$ cat src/gdfw_pkg.sv
// ----------------------------------------------------------------------------
// gdfw_pkg
// Shared constants, codes and controller/datapath interface types for the
// depth-first graph walk block.
// ----------------------------------------------------------------------------
package gdfw_pkg;

   // Graph and stack sizing.
   localparam int MAX_NODES   = 64;
   localparam int STACK_DEPTH = 4096;

   // Node field width on the ports and row index width inside the block.
   localparam int NODE_W  = 6;
   localparam int RIDX_W  = $clog2(MAX_NODES);
   localparam int SP_W    = $clog2(STACK_DEPTH + 1);
   localparam int SADDR_W = $clog2(STACK_DEPTH);

   // Request action codes.
   localparam logic [1:0] ACT_CLEAR = 2'd0;
   localparam logic [1:0] ACT_ADD   = 2'd1;
   localparam logic [1:0] ACT_WALK  = 2'd2;

   // Response kinds.
   localparam logic KIND_ACK  = 1'b0;
   localparam logic KIND_NODE = 1'b1;

   // Adjacency row address select.
   localparam logic [1:0] RSEL_A   = 2'd0;
   localparam logic [1:0] RSEL_B   = 2'd1;
   localparam logic [1:0] RSEL_CUR = 2'd2;

   // Commands from the controller to the datapath.
   typedef struct packed {
      logic       capture;      // latch the request fields
      logic       clear_graph;  // drop every adjacency row
      logic       row_rd;       // read one adjacency row
      logic       row_wr;       // write back a row with one more edge bit
      logic [1:0] row_sel;      // which node addresses the row
      logic       walk_init;    // clear visited map, push the start node
      logic       pop;          // pop the stack top into the read register
      logic       visit;        // mark the popped node, report previous one
      logic       load_mask;    // form the unvisited neighbor mask
      logic       scan_step;    // test one mask bit and push it if set and the stack has room
      logic       emit_ack;     // send an acknowledgement response
      logic       emit_last;    // send the held node as the final response
   } gdfw_cmd_type;

   // Status from the datapath to the controller.
   typedef struct packed {
      logic [1:0] action;
      logic       edge_ok;
      logic       walk_ok;
      logic       stack_empty;
      logic       cur_visited;
      logic       pend_valid;
      logic       out_free;
      logic       scan_done;
   } gdfw_status_type;

endpackage

$ cat src/gdfw_ctrl.sv
// ----------------------------------------------------------------------------
// gdfw_ctrl
// Controller state machine: sequences edge updates, graph clears and the
// stack-driven walk by issuing commands to the datapath.
// ----------------------------------------------------------------------------
module gdfw_ctrl
   import gdfw_pkg::*;
(
   input  logic            clock,
   input  logic            reset,
   input  logic            req_valid,
   output logic            req_ready,
   input  gdfw_status_type status,
   output gdfw_cmd_type    cmd
);

   localparam logic [3:0] S_IDLE     = 4'd0;
   localparam logic [3:0] S_DISPATCH = 4'd1;
   localparam logic [3:0] S_WR_A     = 4'd2;
   localparam logic [3:0] S_RD_B     = 4'd3;
   localparam logic [3:0] S_WR_B     = 4'd4;
   localparam logic [3:0] S_ACK      = 4'd5;
   localparam logic [3:0] S_POP      = 4'd6;
   localparam logic [3:0] S_CHECK    = 4'd7;
   localparam logic [3:0] S_LOAD     = 4'd8;
   localparam logic [3:0] S_SCAN     = 4'd9;
   localparam logic [3:0] S_FLUSH    = 4'd10;

   logic [3:0] state_ff;
   logic [3:0] state_in;

   // Next state and command decode.
   always_comb begin
      state_in  = state_ff;
      cmd       = '0;
      req_ready = 1'b0;
      case (state_ff)
         S_IDLE: begin
            req_ready = 1'b1;
            if (req_valid) begin
               cmd.capture = 1'b1;
               state_in    = S_DISPATCH;
            end
         end
         S_DISPATCH: begin
            case (status.action)
               ACT_CLEAR: begin
                  cmd.clear_graph = 1'b1;
                  state_in        = S_ACK;
               end
               ACT_ADD: begin
                  if (status.edge_ok) begin
                     cmd.row_rd  = 1'b1;
                     cmd.row_sel = RSEL_A;
                     state_in    = S_WR_A;
                  end else begin
                     state_in = S_ACK;
                  end
               end
               ACT_WALK: begin
                  if (status.walk_ok) begin
                     cmd.walk_init = 1'b1;
                     state_in      = S_POP;
                  end else begin
                     state_in = S_IDLE;
                  end
               end
               default: begin
                  state_in = S_IDLE;
               end
            endcase
         end
         S_WR_A: begin
            cmd.row_wr  = 1'b1;
            cmd.row_sel = RSEL_A;
            state_in    = S_RD_B;
         end
         S_RD_B: begin
            cmd.row_rd  = 1'b1;
            cmd.row_sel = RSEL_B;
            state_in    = S_WR_B;
         end
         S_WR_B: begin
            cmd.row_wr  = 1'b1;
            cmd.row_sel = RSEL_B;
            state_in    = S_ACK;
         end
         S_ACK: begin
            if (status.out_free) begin
               cmd.emit_ack = 1'b1;
               state_in     = S_IDLE;
            end
         end
         S_POP: begin
            if (status.stack_empty) begin
               state_in = S_FLUSH;
            end else begin
               cmd.pop  = 1'b1;
               state_in = S_CHECK;
            end
         end
         S_CHECK: begin
            // A visited node is dropped; a new one waits until the previous
            // report can move into the response register.
            if (status.cur_visited) begin
               state_in = S_POP;
            end else if (!status.pend_valid || status.out_free) begin
               cmd.visit   = 1'b1;
               cmd.row_rd  = 1'b1;
               cmd.row_sel = RSEL_CUR;
               state_in    = S_LOAD;
            end
         end
         S_LOAD: begin
            cmd.load_mask = 1'b1;
            state_in      = S_SCAN;
         end
         S_SCAN: begin
            cmd.scan_step = 1'b1;
            if (status.scan_done) begin
               state_in = S_POP;
            end
         end
         S_FLUSH: begin
            if (!status.pend_valid) begin
               state_in = S_IDLE;
            end else if (status.out_free) begin
               cmd.emit_last = 1'b1;
               state_in      = S_IDLE;
            end
         end
         default: begin
            state_in = S_IDLE;
         end
      endcase
   end

   // State register.
   always_ff @(posedge clock) begin
      if (reset) begin
         state_ff <= S_IDLE;
      end else begin
         state_ff <= state_in;
      end
   end

endmodule

$ cat config.mk
export PLATFORM = sky130hd
export DESIGN_NAME = gdfw_ctrl
export DESIGN_NICKNAME = d
export VERILOG_FILES = /design/src/gdfw_pkg.sv /design/src/gdfw_ctrl.sv
export SDC_FILE = /design/constraint.sdc
export NUM_CORES = 1
export LEC_CHECK = 0
export BUFFER_PORTS_ARGS = -buffer_cell sky130_fd_sc_hd__buf_4
export CELL_PAD_IN_SITES_DETAIL_PLACEMENT = 1
export CELL_PAD_IN_SITES_GLOBAL_PLACEMENT = 2
export CORE_MARGIN = 1.5
export CORE_UTILIZATION = 23
export CTS_BUF_LIST = sky130_fd_sc_hd__clkbuf_16
export CTS_CLUSTER_DIAMETER = 200
export CTS_CLUSTER_SIZE = 30
export DETAILED_ROUTE_END_ITERATION = 16
export HOLD_SLACK_MARGIN = 0.15
export MAX_ROUTING_LAYER = met4
export PLACE_DENSITY_LB_ADDON = 0.1
export SLEW_MARGIN = 20
export SYNTH_ARGS = -nofsm -noshare
export SYNTH_HDL_FRONTEND = slang
export SYNTH_SLANG_ARGS = --single-unit
export TNS_END_PERCENT = 1
$ cat constraint.sdc
create_clock -name clock -period 1.9 [get_ports clock]
set_input_delay 0.095 -clock clock [delete_from_list [all_inputs] [get_ports clock]]
set_output_delay 0.095 -clock clock [all_outputs]
set_load 0.01 [all_outputs]
# --- Word level (Yosys, flattened, before mapping) ---
# Index checks and enable logic that the tools add are counted.
word_totals:
  register_bits: 4
  in_bits: 12
  out_inout_bits: 14
  word_cells: 60
classes:
  n_eq_ne: 15
  muxes: 37
  n_reduce_logical: 7
ops:
  columns: ["cell", "n"]
  rows:
  - ["one-hot mux 4 bit (11 select lines)", 1]
  - ["2-to-1 mux 4 bit", 7]
  - ["2-to-1 mux 1 bit", 22]
  - ["== test 4 x 3 -> 1 bit, second input constant", 4]
  - ["== test 4 bit, second input constant", 3]
  - ["one-hot mux 4 bit (3 select lines)", 1]
  - ["== test 4 x 2 -> 1 bit, second input constant", 2]
  - ["2-to-1 mux 3 bit", 2]
  - ["== test 4 x 1 -> 1 bit, second input constant", 1]
  - ["zero test 4 bit", 1]
  - ["2-to-1 mux 2 bit", 2]
  - ["inequality test 2 bit, second input constant", 2]
  - ["one-hot mux 2 bit (2 select lines)", 1]
  - ["OR reduction 2 bit", 2]
  - ["inequality test 3 bit, second input constant", 1]
  - ["one-hot mux 1 bit (3 select lines)", 1]
  - ["AND reduction 3 bit", 1]
  - ["== test 2 x 1 -> 1 bit, second input constant", 1]
  - ["== test 2 bit, second input constant", 1]
  - ["zero test 2 bit", 1]
  - ["zero test 1 bit", 1]
  - ["logical OR 1 bit", 1]

# --- Longest topological paths before layout ---
depth:
  ltp_word: 5
  ltp_mapped: 5

# --- Worst setup path after synthesis ---
# OpenSTA, ideal clock, no wires.
synth_path:
  path_kind: "flip-flop to output port"
  startpoint: "reg state_ff[0]"
  endpoint: "out cmd[10] in the netlist's numbering"
  arrival_ps: 1427
  slack_ps: 378
  path_stages_with_launch: 6
  cell_sequence: "dfxtp_1 > buf_4 > nand2_1 > nor4_1 > nor2_1 > o21ai_0"
synth_rtl:
  columns: ["element", "line", "text"]
  rows:
  - ["start, declared", "gdfw_ctrl.sv:29", "logic [3:0] state_ff;"]
  - ["start signal, assigned", "gdfw_ctrl.sv:143", "state_ff <= state_in;"]
  - ["end, declared", "gdfw_ctrl.sv:14", "output gdfw_cmd_type cmd"]

==> results.toml <==
[grt]
grt_first_pass_wirelength_mm = 3.50
grt_usage_pct = 17.9
overflow = 0
grt_max_degree = 17
first_global_vias = 732
antenna_found_initial = 0

[job]
max_cap_violations = 0

[logic_synthesis]
synth_top_area_share_pct = 13.9
synthAdderAreaFrac_pct = 0
synth_compound_area_share_pct = 26.1
synth_mux_area_share_pct = 1.96
yosys.area_share.simple_pct = 46.2
syn_area_per_cell_um2 = 7.09
synth_area_leaders = "dfxtp_1 (14%), nand2b_1 (8.7%), nor3_1 (6.1%)"
synth_top_area_cell = "dfxtp_1"
synth_top_family_by_area = "simple AND/OR/NAND/NOR gates"
synth.distinct_cells = 38
syn_area_um2 = 574
synth_cells = 81
synth-seq-cells = 4
yosys_warnings = 0
yosysSeqAreaShare_pct = 13.9
synthXorXnorAreaFrac_pct = 1.53
syn-num-nets = 93

[timing]
fin_skew_ps = 1.35
tns_ps = 0
hold_viol = 0
final.period_utilization_pct = 91.8
drv_slew = 0
setup_viol = 0
finalCriticalPeriod_ps = 1740
rsz0062_at_grt = "no"
tightest_slew_ps = 437
fmax_mhz = 573
slew_headroom_pct = 70.1
whs_ps = 269
fin_ws_ps = 156

[layout]
n_antenna_cell = 0
syn_to_final_growth_pct = 56.6
top_regs = "state_ff (4)"
seqCellArea_um2 = 82.6
final_cell_mix = "buf_4 (32), nand2b_1 (8), nor2_1 (8), nor3_1 (7), nand2_1 (4)"
fin_nets = 124
drive_above_1_share_pct = 40.9
largest-register = "state_ff"
largest_register_ffs = 4
multi_input_area_um2 = 442
fin_area_um2 = 900
final.fill_count = 283
layout_commonest_cell = "buf_4"

[placed_design]
dpl-instance-area_um2 = 806
globalplace.congestion = 0.783
post-dp-hpwl_mm = 1.60
port_buffers = 25
dp_slack_ps = 227

[route]
ant_nets = 0
first_pass_iters = 4
viasPerCell = 5.45
vias = 752
route.detailed.drc = 0
wl_mm = 2.15
wl_per_cell_um = 15.6
drt-initial-drc-count = 8

[power_and_ir_drop]
p_per_area_nw_per_um2 = 644
total_power_w = 0.000579
leakagePower_nw = 0.364
ir_drop_v = 0.000555

[clock_tree]
clock_path_buffers = 2
cts-buffers-inserted = 3
clkLatencyLatePin_ps = 220
postCtsSetupBuffers = 0
h-tree-depth = 1
cts_sinks = 4
cts_tree = "yes"
clk_pin_slew_ps = 30
clockRootBuffer = "clkbuf_16"

[die]
dieArea_um2 = 2810
die_width_um = 53.0
start_util_pct = 25.2
die_height_um = 53.0
std_cell_rows = 17
ioPinCount = 26
core_area_um2 = 2280

[setup_path]
criticalPathCategory = "reg -> out"
path_delay_family = "simple AND/OR/NAND/NOR gates"
arrival_ps = 1650
start_kind = "flip-flop"
critPathSlowestCell = "dfxtp_1"
cp_num_buf_inv = 2
path_max_fanout = 10
worstPathCellList = "nand2b_1, buf_4, nor4_2, nor2_1, o21ai_0, buf_4"
cp-end-kind = "output port"
cpMostUsedCell = "buf_4"
slowest_delay_ps = 420
crit_required_ps = 1800

[outcome]
status = "finished clean"

[worst_hold_path]
min_path_type = "in -> reg"
per-layer routing:
layer  part of all wire (%)  wire length, um  track usage (%)
met1                     46              991             22.2
met2                     46              987             27.5
met3                    5.3              113             3.67
met4                    2.6               56             8.97
met5                      0                0                -
worst min-delay path: stages:
cell     delay (ps)
buf_4           100
nor2b_1          70
nand3_1          90
o32ai_1          80
stage by stage:
| stage | util [%] | cells |
|---|---|---|
| 6_report | 39.5 | 138 |
| 5_1_grt | 39.5 | 138 |
| 4_1_cts | 39.1 | 138 |
| 3_5_place_dp | 35.4 | 134 |
| 3_3_place_gp | 35.4 | 134 |
| 2_1_floorplan | - | 81 |
path summary, 6_finish.rpt:
kind	startpoint	endpoint	slack, ps	cells past startpoint
min	status[1]	state_ff[1]	270	4
max reg2reg	state_ff[2]	state_ff[1]	310	5
min reg2reg	state_ff[3]	state_ff[3]	610	2
max	state_ff[2]	cmd[10]	160	6
Yosys cell counts (all sizes together):
library cell and instances:
nor2b 1, nand3 2, a2111oi 2, nor4 6, o211a 1, clkbuf 1
a32oi 1, or2 1, dfxtp 4, nor4b 1, a221o 1, or3b 1
nor3b 2, and2 1, mux2 1, a21boi 1, a21o 1, nand2b 8
nor2 8, nor3 8, inv 4, nand3b 1, or3 1, o21ai 3
a211oi 1, a21oi 1, xnor2 1, buf 6, o22ai 2, a41oi 1
o31ai 2, nand2 4, o32ai 2
timing repair:
action | CTS | global route
resized for setup | 0 | 3
hold buffers | 1 | 0
setup endpoints to repair | 0 | 4
endpoints found under the hold margin | 3 | 0
cell type report:
type                       count  area share [%]
inverter                       4            1.67
clock buffer                   3            8.34
multi-input combinational     66            49.1
tap                           28            3.89
sequential                     4            9.18
timing repair buffer          33            27.8
logic make-up after synthesis:
kind of cell           after synthesis
AND/OR/NAND/NOR                     45
multiplexers                         1
buffers and inverters               11
flip-flops                           4
XOR/XNOR                             1
AO/OA/AOI/OAI                       19
power breakdown:
group / internal (W) / leakage, nW / total, W / switching, W
logic: 0.0000756 / 0.293 / 0.000155 / 0.0000793
clock network: 0.000269 / 0.0370 / 0.000326 / 0.0000570
registers: 0.0000896 / 0.0336 / 0.0000984 / 0.00000885
Note: power is estimated with default switching activity, not from simulation.
